===== src/sv/assert_macros.svh =====
// Assertion helpers used by the decoder core.
`ifndef ASSERT_MACROS_SVH
`define ASSERT_MACROS_SVH

`ifndef ASSERT_OFF

// Same-cycle implication, disabled while reset is asserted.
`define ASSERT_IMPL(label, clk, rst_n, ante, cons) \
    label: assert property (@(posedge clk) disable iff (!(rst_n)) (ante) |-> (cons)) \
        else $error("assertion failed");

// Next-cycle implication, disabled while reset is asserted.
`define ASSERT_NEXT(label, clk, rst_n, ante, cons) \
    label: assert property (@(posedge clk) disable iff (!(rst_n)) (ante) |=> (cons)) \
        else $error("assertion failed");

`else

`define ASSERT_IMPL(label, clk, rst_n, ante, cons)
`define ASSERT_NEXT(label, clk, rst_n, ante, cons)

`endif

`endif


===== src/sv/tvsd_pkg.sv =====
package tvsd_pkg;

    typedef logic [7:0] t_byte;

    typedef enum logic [2:0] {
        PH_TAG     = 3'd0,
        PH_VALUE   = 3'd1,
        PH_LEN_TAG = 3'd2,
        PH_LEN     = 3'd3,
        PH_CHARS   = 3'd4
    } t_phase;

    typedef enum logic [2:0] {
        KIND_I8    = 3'd0,
        KIND_I16   = 3'd1,
        KIND_I32   = 3'd2,
        KIND_LONG  = 3'd3,
        KIND_LLONG = 3'd4,
        KIND_SLEN  = 3'd5,
        KIND_SCHAR = 3'd6,
        KIND_ERR   = 3'd7
    } t_kind;

    localparam t_byte TAG_I8    = 8'd1;
    localparam t_byte TAG_I16   = 8'd2;
    localparam t_byte TAG_I32   = 8'd3;
    localparam t_byte TAG_LONG  = 8'd4;
    localparam t_byte TAG_LLONG = 8'd5;
    localparam t_byte TAG_STR   = 8'd6;

    localparam logic [63:0] ERR_TAG     = 64'd0;
    localparam logic [63:0] ERR_LEN_TAG = 64'd1;
    localparam logic [63:0] ERR_NEG_LEN = 64'd2;

    typedef struct packed {
        t_kind              kind;
        logic signed [63:0] value;
        logic               last;
    } t_result;

endpackage


===== src/sv/tvsd_byte_if.sv =====
interface tvsd_byte_if;
    import tvsd_pkg::*;

    logic  valid;
    logic  ready;
    t_byte data_byte;

    modport source (output valid, output data_byte, input ready);
    modport sink   (input valid, input data_byte, output ready);
endinterface


===== src/sv/tvsd_res_if.sv =====
interface tvsd_res_if;
    logic               valid;
    logic               ready;
    logic [2:0]         value_kind;
    logic signed [63:0] value;
    logic               last_of_string;

    modport source (output valid, output value_kind, output value, output last_of_string,
                    input ready);
    modport sink   (input valid, input value_kind, input value, input last_of_string,
                    output ready);
endinterface


===== src/sv/tagged_value_stream_decoder_top.sv =====
// Decodes a little-endian byte stream of type-tagged values, one byte per beat, and returns
// one result beat per finished value, per string length and per string character, or an
// error beat for a bad tag, a missing length tag or a negative length. It sustains one byte
// per clock unless the output register is held full: the byte is registered at the
// input, the phase, count and accumulator update in one pass of logic, and the result is
// registered at the output, offered on the cycle after the core takes its last byte. Input
// ready only drops while the output register is held full and the waiting byte would
// produce a result. The long-length setting applies from the next long tag onward; the user
// must write it on the configuration port only while no byte is in flight (not enforced).
module tagged_value_stream_decoder_top (
    input  logic       i_clk,
    input  logic       i_rst_n,
    tvsd_byte_if.sink  i_byte,
    tvsd_res_if.source o_res,
    input  logic       i_cfg_valid,
    output logic       o_cfg_ready,
    input  logic       i_cfg_data
);
    import tvsd_pkg::*;

    logic    in_valid;
    t_byte   in_byte;
    logic    take;
    logic    load;
    logic    out_free;
    t_result res;

    assign o_cfg_ready = 1'b1;

    tvsd_in_reg u_in_reg (
        .i_clk   (i_clk),
        .i_rst_n (i_rst_n),
        .i_byte  (i_byte),
        .i_take  (take),
        .o_valid (in_valid),
        .o_byte  (in_byte)
    );

    tvsd_core u_core (
        .i_clk      (i_clk),
        .i_rst_n    (i_rst_n),
        .i_cfg_we   (i_cfg_valid && o_cfg_ready),
        .i_cfg_data (i_cfg_data),
        .i_valid    (in_valid),
        .i_byte     (in_byte),
        .i_out_free (out_free),
        .o_take     (take),
        .o_load     (load),
        .o_res      (res)
    );

    tvsd_out_reg u_out_reg (
        .i_clk   (i_clk),
        .i_rst_n (i_rst_n),
        .i_load  (load),
        .i_res   (res),
        .o_free  (out_free),
        .o_res   (o_res)
    );
endmodule


===== src/sv/tvsd_in_reg.sv =====
module tvsd_in_reg (
    input  logic          i_clk,
    input  logic          i_rst_n,
    tvsd_byte_if.sink     i_byte,
    input  logic          i_take,
    output logic          o_valid,
    output tvsd_pkg::t_byte o_byte
);
    import tvsd_pkg::*;

    logic  r_valid;
    logic  n_valid;
    t_byte r_byte;

    // A new beat is taken when the stage is empty or its byte moves on this cycle.
    assign i_byte.ready = !r_valid || i_take;

    always_comb begin
        n_valid = r_valid;
        if (i_byte.valid && i_byte.ready) begin
            n_valid = 1'b1;
        end else if (i_take) begin
            n_valid = 1'b0;
        end
    end

    always_ff @(posedge i_clk) begin
        if (!i_rst_n) begin
            r_valid <= 1'b0;
        end else begin
            r_valid <= n_valid;
        end
    end

    always_ff @(posedge i_clk) begin
        if (i_byte.valid && i_byte.ready) begin
            r_byte <= i_byte.data_byte;
        end
    end

    assign o_valid = r_valid;
    assign o_byte  = r_byte;
endmodule


===== src/sv/tvsd_core.sv =====
`include "assert_macros.svh"

module tvsd_core (
    input  logic              i_clk,
    input  logic              i_rst_n,
    input  logic              i_cfg_we,
    input  logic              i_cfg_data,
    input  logic              i_valid,
    input  tvsd_pkg::t_byte   i_byte,
    input  logic              i_out_free,
    output logic              o_take,
    output logic              o_load,
    output tvsd_pkg::t_result o_res
);
    import tvsd_pkg::*;

    t_phase      r_phase, n_phase;
    t_kind       r_kind, n_kind;
    logic [2:0]  r_bytes, n_bytes;
    logic [63:0] r_acc, n_acc;
    logic [14:0] r_chars, n_chars;
    logic        r_long4, n_long4;
    logic        r_long_cfg;

    logic        res_valid;
    t_result     res;
    logic [63:0] acc_ins;
    logic [2:0]  last_idx;
    logic [15:0] len;

    function automatic logic [63:0] finish_value(t_kind kind, logic [63:0] acc, logic long4);
        logic [63:0] result;
        result = acc;
        unique case (kind)
            KIND_I8:   result = {56'd0, acc[7:0]};
            KIND_I16:  result = {{48{acc[15]}}, acc[15:0]};
            KIND_I32:  result = acc[31] ? (64'd0 - {33'd0, acc[30:0]}) : {33'd0, acc[30:0]};
            KIND_LONG: result = long4 ? {{32{acc[31]}}, acc[31:0]} : acc;
            default:   result = acc;
        endcase
        return result;
    endfunction

    // Little-endian assembly: the current byte lands in the lane that the count selects.
    always_comb begin
        acc_ins = r_acc;
        for (int i = 0; i < 8; i++) begin
            if (r_bytes == 3'(i)) begin
                acc_ins[8*i +: 8] = i_byte;
            end
        end
    end

    always_comb begin
        unique case (r_kind)
            KIND_I8:   last_idx = 3'd0;
            KIND_I16:  last_idx = 3'd1;
            KIND_I32:  last_idx = 3'd3;
            KIND_LONG: last_idx = r_long4 ? 3'd3 : 3'd7;
            default:   last_idx = 3'd7;
        endcase
    end

    assign len = {i_byte, r_acc[7:0]};

    always_comb begin
        n_phase   = r_phase;
        n_kind    = r_kind;
        n_bytes   = r_bytes;
        n_acc     = r_acc;
        n_chars   = r_chars;
        n_long4   = r_long4;
        res_valid = 1'b0;
        res       = '{kind: KIND_ERR, value: '0, last: 1'b0};

        unique case (r_phase)
            PH_TAG: begin
                n_bytes = '0;
                n_acc   = '0;
                case (i_byte) inside
                    [TAG_I8:TAG_LLONG]: begin
                        n_kind  = t_kind'(3'(i_byte - TAG_I8));
                        n_phase = PH_VALUE;
                        if (i_byte == TAG_LONG) begin
                            n_long4 = r_long_cfg;
                        end
                    end
                    TAG_STR: begin
                        n_kind  = KIND_SLEN;
                        n_phase = PH_LEN_TAG;
                    end
                    default: begin
                        res_valid = 1'b1;
                        res.value = ERR_TAG;
                    end
                endcase
            end
            PH_VALUE: begin
                n_acc = acc_ins;
                if (r_bytes == last_idx) begin
                    res_valid  = 1'b1;
                    res.kind   = r_kind;
                    res.value  = finish_value(r_kind, acc_ins, r_long4);
                    n_phase    = PH_TAG;
                    n_bytes    = '0;
                end else begin
                    n_bytes = r_bytes + 3'd1;
                end
            end
            PH_LEN_TAG: begin
                if (i_byte == TAG_I16) begin
                    n_bytes = '0;
                    n_acc   = '0;
                    n_phase = PH_LEN;
                end else begin
                    n_phase   = PH_TAG;
                    res_valid = 1'b1;
                    res.value = ERR_LEN_TAG;
                end
            end
            PH_LEN: begin
                n_acc = acc_ins;
                if (r_bytes[0] == 1'b0) begin
                    n_bytes = 3'd1;
                end else begin
                    n_bytes   = '0;
                    res_valid = 1'b1;
                    if (len[15]) begin
                        n_phase   = PH_TAG;
                        res.value = ERR_NEG_LEN;
                    end else begin
                        n_chars  = len[14:0];
                        res.kind = KIND_SLEN;
                        res.value = {48'd0, len};
                        if (len == 16'd0) begin
                            n_phase  = PH_TAG;
                            res.last = 1'b1;
                        end else begin
                            n_phase = PH_CHARS;
                            n_kind  = KIND_SCHAR;
                        end
                    end
                end
            end
            PH_CHARS: begin
                n_chars   = r_chars - 15'd1;
                res_valid = 1'b1;
                res.kind  = KIND_SCHAR;
                res.value = {56'd0, i_byte};
                if (r_chars == 15'd1) begin
                    n_phase  = PH_TAG;
                    res.last = 1'b1;
                end
            end
            default: begin
                n_phase = PH_TAG;
            end
        endcase
    end

    // A byte that yields a result waits until the result register has room.
    assign o_take = i_valid && (!res_valid || i_out_free);
    assign o_load = o_take && res_valid;
    assign o_res  = res;

    always_ff @(posedge i_clk) begin
        if (!i_rst_n) begin
            r_phase    <= PH_TAG;
            r_kind     <= KIND_I8;
            r_bytes    <= '0;
            r_acc      <= '0;
            r_chars    <= '0;
            r_long4    <= 1'b0;
            r_long_cfg <= 1'b0;
        end else begin
            if (o_take) begin
                r_phase <= n_phase;
                r_kind  <= n_kind;
                r_bytes <= n_bytes;
                r_acc   <= n_acc;
                r_chars <= n_chars;
                r_long4 <= n_long4;
            end
            if (i_cfg_we) begin
                r_long_cfg <= i_cfg_data;
            end
        end
    end

    `ASSERT_IMPL(a_chars_nonzero, i_clk, i_rst_n, r_phase == PH_CHARS, r_chars != 15'd0)
    `ASSERT_IMPL(a_len_count, i_clk, i_rst_n, r_phase == PH_LEN, r_bytes <= 3'd1)
    `ASSERT_NEXT(a_str_tag, i_clk, i_rst_n,
                 o_take && r_phase == PH_TAG && i_byte == TAG_STR, r_phase == PH_LEN_TAG)
    `ASSERT_IMPL(a_tag_no_stall, i_clk, i_rst_n,
                 i_valid && r_phase == PH_TAG && i_byte >= TAG_I8 && i_byte <= TAG_STR, o_take)
endmodule


===== src/sv/tvsd_out_reg.sv =====
module tvsd_out_reg (
    input  logic              i_clk,
    input  logic              i_rst_n,
    input  logic              i_load,
    input  tvsd_pkg::t_result i_res,
    output logic              o_free,
    tvsd_res_if.source        o_res
);
    import tvsd_pkg::*;

    logic    r_valid;
    logic    n_valid;
    t_result r_res;

    // Room for a new result when empty or when the held one leaves this cycle.
    assign o_free = !r_valid || o_res.ready;

    always_comb begin
        n_valid = r_valid;
        if (i_load) begin
            n_valid = 1'b1;
        end else if (o_res.ready) begin
            n_valid = 1'b0;
        end
    end

    always_ff @(posedge i_clk) begin
        if (!i_rst_n) begin
            r_valid <= 1'b0;
        end else begin
            r_valid <= n_valid;
        end
    end

    always_ff @(posedge i_clk) begin
        if (i_load) begin
            r_res <= i_res;
        end
    end

    assign o_res.valid          = r_valid;
    assign o_res.value_kind     = r_res.kind;
    assign o_res.value          = r_res.value;
    assign o_res.last_of_string = r_res.last;
endmodule


===== src/flat_wrapper.sv =====
// flat-port wrapper written by rule: the top's interface ports become plain ports
module tagged_value_stream_decoder_top_flat import tvsd_pkg::*;
  (i_clk, i_rst_n, i_cfg_valid, o_cfg_ready, i_cfg_data, i_byte_valid, i_byte_data_byte, i_byte_ready, o_res_valid, o_res_value_kind, o_res_value, o_res_last_of_string, o_res_ready);
  tvsd_byte_if i_byte_i ();
  tvsd_res_if o_res_i ();
  input  logic i_clk;
  input  logic i_rst_n;
  input  logic i_cfg_valid;
  output logic o_cfg_ready;
  input  logic i_cfg_data;
  input wire logic [$bits(i_byte_i.valid)-1:0] i_byte_valid;
  input wire logic [$bits(i_byte_i.data_byte)-1:0] i_byte_data_byte;
  output wire logic [$bits(i_byte_i.ready)-1:0] i_byte_ready;
  output wire logic [$bits(o_res_i.valid)-1:0] o_res_valid;
  output wire logic [$bits(o_res_i.value_kind)-1:0] o_res_value_kind;
  output wire logic [$bits(o_res_i.value)-1:0] o_res_value;
  output wire logic [$bits(o_res_i.last_of_string)-1:0] o_res_last_of_string;
  input wire logic [$bits(o_res_i.ready)-1:0] o_res_ready;
  assign i_byte_i.valid = i_byte_valid;
  assign i_byte_i.data_byte = i_byte_data_byte;
  assign i_byte_ready = i_byte_i.ready;
  assign o_res_valid = o_res_i.valid;
  assign o_res_value_kind = o_res_i.value_kind;
  assign o_res_value = o_res_i.value;
  assign o_res_last_of_string = o_res_i.last_of_string;
  assign o_res_i.ready = o_res_ready;
  tagged_value_stream_decoder_top u_core (.i_clk(i_clk), .i_rst_n(i_rst_n), .i_byte(i_byte_i), .o_res(o_res_i), .i_cfg_valid(i_cfg_valid), .o_cfg_ready(o_cfg_ready), .i_cfg_data(i_cfg_data));
endmodule

===== config.mk =====
export PLATFORM = sky130hd
export DESIGN_NAME = tagged_value_stream_decoder_top_flat
export DESIGN_NICKNAME = d
export VERILOG_FILES = /design/src/sv/tvsd_pkg.sv /design/src/sv/tvsd_byte_if.sv /design/src/sv/tvsd_res_if.sv /design/src/sv/tagged_value_stream_decoder_top.sv /design/src/sv/tvsd_in_reg.sv /design/src/sv/tvsd_core.sv /design/src/sv/tvsd_out_reg.sv /design/src/flat_wrapper.sv
export VERILOG_INCLUDE_DIRS = /design/src /design/src/sv
export SDC_FILE = /design/constraint.sdc
export NUM_CORES = 1
export LEC_CHECK = 0
export BUFFER_PORTS_ARGS = -buffer_cell sky130_fd_sc_hd__buf_2
export CORE_MARGIN = 3
export CORE_UTILIZATION = 50
export CTS_CLUSTER_SIZE = 16
export DETAILED_ROUTE_END_ITERATION = 10
export GPL_TIMING_DRIVEN = 1
export PLACE_DENSITY = 0.83
export REMOVE_ABC_BUFFERS = 1
export SLEW_MARGIN = 15
export SYNTH_ARGS = -nofsm -noshare
export SYNTH_HDL_FRONTEND = slang
export SYNTH_SLANG_ARGS = --single-unit

===== constraint.sdc =====
create_clock -name i_clk -period 4.95 [get_ports i_clk]
set_input_delay 0.99 -clock i_clk [delete_from_list [all_inputs] [get_ports i_clk]]
set_output_delay 0.99 -clock i_clk [all_outputs]
set_load 0.05 [all_outputs]

; Word level (Yosys, flattened, before mapping)
; Cells that the tools add are included.
[word_totals]
mem_bits_ro = 0
ramBits = 0
ff_bits = 168
out_inout_bits = 71
elab_cells = 130
mem_count = 0
input_bits = 14
latchBits = 0
[op_classes]
div_mod_pow = 0
bitwise = 0
addsub = 4
magnitude_cmp = 2
mul = 0
eq_ne = 26
mux = 58
shift = 0
n_reduce_logical = 27
[op_table]
columns = op, count
row1 = 64-bit one-hot mux with 4 select lines, 2
row2 = 64-bit two-way mux, 3
row3 = 64-bit one-hot mux with 3 select lines, 1
row4 = 68-bit two-way mux, 1
row5 = 67-bit two-way mux, 1
row6 = 8-bit two-way mux, 8
row7 = 15-bit two-way mux, 3
row8 = 3-bit two-way mux, 15
row9 = 1-bit by 31-bit subtractor with 32-bit output (first input constant), 1
row10 = 15-bit one-hot mux with 2 select lines, 1
row11 = 3-bit one-hot mux with 4 select lines, 2
row12 = 3-bit by 2-bit equality test with 1-bit output (second input constant), 6
row13 = 8-bit by 3-bit equality test with 1-bit output (second input constant), 2
row14 = 16-bit logical NOT, 1
row15 = 15-bit by 1-bit equality test with 1-bit output (second input constant), 1
row16 = 3-bit equality test (second input constant), 5
row17 = 3-bit one-hot mux with 5 select lines, 1
row18 = 15-bit by 1-bit subtractor with 15-bit output (second input constant), 1
row19 = 1-bit two-way mux, 14
row20 = 2-bit != test (second input constant), 6
row21 = 3-bit by 1-bit equality test with 1-bit output (second input constant), 3
row22 = 3-bit logical NOT, 3
row23 = 3-bit one-hot mux with 3 select lines, 1
row24 = 8-bit by 2-bit equality test with 1-bit output (second input constant), 1
row25 = 21 further kinds, 34

; Depth between registers and ports, before layout
[logic_depth]
word_depth = 11
ltp_mapped = 13
depth_no_buf = 10

; Modules after synthesis
; Synthesis repeated with hierarchy kept, for this count alone.
[unflattened]
cells_unflattened = 1187
hier_area_um2 = 10095.9
[by_module_without_submodules]
columns = module, seq_area_each_um2, cells_each, area_per_inst_um2, instances
row1 = tvsd_core, 1801.7, 1100, 7696.1, 1
row2 = tvsd_out_reg, 2062.0, 72, 2090.8, 1
row3 = tvsd_in_reg, 260.2, 13, 297.8, 1
row4 = tagged_value_stream_decoder_top, 0.0, 2, 11.3, 1

; Least setup slack after synthesis
; No wires, ideal clock.
[synth_timing]
kind = register to register
start = register u_core.u_in_reg.r_byte[0], in the netlist u_core.u_in_reg.o_byte[0]
end = register u_core.u_out_reg.r_res (netlist bit u_core.u_out_reg.o_res.last_of_string), enable pin
n_path_buf = 1
slack_ns = -0.471
arrival_time_ns = 4.926
stages_incl_launch_ff = 10
period_less_slack_ns = 5.421
setup_ns = 0.494
cell_sequence = edfxtp_1 -> buf_1 -> inv_1 -> ha_1 -> or3b_2 -> a21oi_1 -> o31ai_2 -> nand3_1 -> nand2_1 -> nor2_1
[synth_between]
elab_chain_cells = 8
[synth_lines]
columns = item, line_no
row1 = start: declaration, tvsd_in_reg.sv:13  ; t_byte r_byte;
row2 = start signal: assignment, tvsd_in_reg.sv:37  ; r_byte <= i_byte.data_byte;
row3 = "8-bit by 1-bit >= comparator with 1-bit output (no source line), or another cell as far along", n/a
row4 = 1-bit logical AND (no source line) / 1-bit two-way mux (equally long branches), n/a
row5 = 1-bit two-way mux, tvsd_core.sv:80  ; case (i_byte) inside
row6 = 1-bit one-hot mux with 5 select lines (*), tvsd_core.sv:76  ; unique case (r_phase)
row7 = 1-bit logical NOT, tvsd_core.sv:162  ; assign o_take = i_valid && (!res_valid || i_out_free);
row8 = 1-bit logical OR, tvsd_core.sv:162
row9 = 1-bit logical AND, tvsd_core.sv:162
row10 = 1-bit logical AND (*), tvsd_core.sv:163  ; assign o_load = o_take && res_valid;
row11 = named net u_core.load, tagged_value_stream_decoder_top.sv:24  ; logic load;
row12 = end signal: assignment, tvsd_out_reg.sv:37  ; r_res <= i_res;
row13 = end: declaration, tvsd_out_reg.sv:13  ; t_result r_res;
; The timed path passes the listed nets; every way through them passes the cells marked *.
; A chain may end at the register's enable or synchronous reset.

; Worst setup path in the final report
[layout_timing]
start = register u_core.u_in_reg.r_byte[1], in the netlist u_core.u_in_reg.o_byte[1]
end = output i_byte_ready
[layout_between]
elab_chain_cells = 8
[layout_lines]
columns = item, line_no
row1 = "8-bit by 1-bit >= comparator with 1-bit output (no source line), or another cell as far along", n/a
row2 = 1-bit logical AND (no source line) / 1-bit two-way mux (equally long branches), n/a
row3 = 1-bit two-way mux, tvsd_core.sv:80
row4 = 1-bit one-hot mux with 5 select lines (*), tvsd_core.sv:76
row5 = 1-bit logical NOT (*), tvsd_core.sv:162
row6 = 1-bit logical OR (*), tvsd_core.sv:162
row7 = 1-bit logical AND (*), tvsd_core.sv:162
row8 = 1-bit logical OR (*), tvsd_in_reg.sv:16  ; assign i_byte.ready = !r_valid || i_take;
row9 = end: declaration, flat_wrapper.sv:13  ; output wire logic [$bits(i_byte_i.ready)-1:0] i_byte_ready;
; Every way passes the cells marked *; elsewhere a longest branch is shown, timed or not.

==> flow_summary.toml <==
[placement]
port_buffers = 83
globalplace.congestion = 0.937
place_hpwl_mm = 17.2

[routing]
avgRoutedWirePerCell_um = 20.3
postRouteAntennaNets = 0
routed_wl_mm = 26.5
via_count = 8526
avgViaCountPerCell = 6.54
drc = 0
drt-initial-drc-count = 1120
drt-pass1-iter-count = 7

[critical_path]
worst_setup_path_start_kind = "flip-flop"
worstPathRequired_ps = 3960
cp_max_fo = 15
arrival_ps = 3440
crit_type = "reg2out"
endpoint_kind = "output pin"

[logic_synthesis]
synth_seq_cells = 168
synth_top_cell_by_area = "edfxtp_1"
yosysSeqAreaShare_pct = 44.9
synth_cell_types = 76
synth.top_cell.area_share_pct = 24.8
synth.top_cells.by_area = "edfxtp_1, dfxtp_1, nand2_1"
synth-main-ff-cell = "dfxtp_1"
syn_avg_cell_area_um2 = 9.01
syn_inst = 1020
synth_edf_count = 76
synth_warnings = 0
async_reset_ff_share_pct = 0
synthesis.area_um2 = 9190

[min_path]
hold_class = "reg2reg"

[finish]
layout_commonest_cell = "nand2_1"
fill_cells = 1522
fin_nets = 1092
post-route-util_pct = 58.5
diodes = 0
syn2layout_area_growth_pct = 12.4
drive_above_1_share_pct = 16.0
final_cell_mix = "nand2_1, dfxtp_1, buf_2"

[floorplan]
core_area_um2 = 17700
die_w_um = 142
io_pins = 85
dieArea_um2 = 20000
start_util_pct = 52.1
fp.dieH_um = 142
rows = 48

[flow_run]
cap_viol_max_count = 0

[cts]
cts_root_buf = "clkbuf_16"
htreeDepth = 4
cts_sinks = 168
numCtsBuffers = 17
cts_hold_buffers = 0
worstSkewPairLatency_ps = 440
clockBufferDepth = 2
cts_resized = 0
cts.reportedPaths.clkPinSlew_ps = 70
cts_setup_buffers = 0
cts_tree = "done"

[global_routing]
grt_antenna_before_repair = 0
grtUsageTotal_pct = 26.1
grt_pass1_vias = 7970
grt_first_pass_wirelength_mm = 41.7
grt.overflow.total = 0
grt_max_degree = 67

[pwr]
vdd_drop_max_v = 0.000267
power_density_nw_per_um2 = 302
total_power_w = 0.00312
p_leak_nw = 3.52

[timing]
rsz0062_at_grt = "no"
tns_ps = 0
period_share_pct = 89.4
hold_viol_final = 0
fin_crit_ps = 4430
setup_violations = 0
timing.slew.headroom_pct = 30.7
worst_slew_pin_slew_ps = 1040
finalClockSkew_ps = 12.0
report.final.slew_viol_count = 0
fin_hold_ws_ps = 469
fmax_ghz = 0.226

[outcome]
status = "finished clean"
==> worst max-delay path, stage by stage, from the launching register on <==
cell and delay, ps:
edfxtp_1 890, inv_1 290, ha_1 310, or3b_2 460
a21oi_1 180, o31ai_2 120, nand3_1 150, nand2_1 140
nor2_1 190, inv_1 60, buf_2 210
==> state kept, by name, indices dropped and copies added, names as in the netlist, 3 cells and up <==
| register | cells |
|---|---|
| u_core.u_out_reg.o_res.value_kind | 3 |
| u_core.u_core.r_acc | 64 |
| u_core.u_core.r_kind | 3 |
| u_core.u_core.r_bytes | 3 |
| u_core.u_in_reg.o_byte | 8 |
| u_core.u_out_reg.o_res.value | 64 |
| u_core.u_core.r_phase | 3 |
| u_core.u_core.r_chars | 15 |
==> routing by layer <==
| metal | track usage [%] | wire length, um | up-vias |
|---|---|---|---|
| li1 | - | - | 3892 |
| met2 | 39.6 | 11800 | 564 |
| met3 | 6.67 | 2940 | 101 |
| met1 | 34.9 | 10600 | 3969 |
| met4 | 12.9 | 1080 | 0 |
| met5 | 0 | 0 | - |
==> through the flow <==
step	instance area, um^2	cells	setup WS (ps)
detailed placement	9720	1271	1060
CTS	10300	1303	632
floorplan	8850	942	-551
global route	10300	1303	400
finish	10300	1303	524
global placement	9720	1271	1180
==> cells in the mapped netlist, types with 23 or more instances <==
cell        n
dfxtp_1    92
nor3_1     25
a31oi_1    35
a21oi_1    61
nand2_1   154
clkbuf_1   53
nor2_1     72
inv_1      23
o31ai_1    31
o21ai_0    41
nand3_1    45
edfxtp_1   76
o22ai_1    43
mux2i_1    46
==> where the power goes <==
group          total, W  internal, W  switching, W
sequential      0.00150      0.00147     0.0000207
combinational  0.000228    0.0000445      0.000184
clock           0.00140     0.000808      0.000591
==> final cells by class <==
type	count	area [um^2]	share of cell area, %
multi-input cells	751	4660	45.0
inverters	23	86.3	0.835
clock buffers	18	429	4.15
repair buffers	104	573	5.54
clock inverters	14	185	1.79
well taps	225	282	2.72
flip-flops and latches	168	4120	39.9
==> kinds of logic after synthesis <==
| group | Yosys count | synth area share (%) |
|---|---|---|
| simple gates | 362 | 18.5 |
| compound gates | 296 | 21.2 |
| flops | 168 | 44.9 |
| buf+inv | 101 | 4.66 |
| mux | 62 | 7.28 |
| xor+xnor | 17 | 1.62 |
| fa+ha+maj | 13 | 1.77 |
| other cells | 1 | 0.0408 |
==> path summary, 6_finish.rpt <==
check / start / endpoint / slack, ps / cells after the start
worst max-delay path: u_core.u_in_reg.o_byte[1] / i_byte_ready / 520 / 10
worst min-delay path: u_core.u_core.r_acc[27] / u_core.u_core.r_acc[27] / 470 / 2
worst max register to register: u_core.u_core.r_bytes[0] / u_core.u_out_reg.o_res.value[46] / 1000 / 9
worst min register to register: u_core.u_core.r_acc[27] / u_core.u_core.r_acc[27] / 470 / 2
No activity file was read; power rests on OpenSTA's default activity.
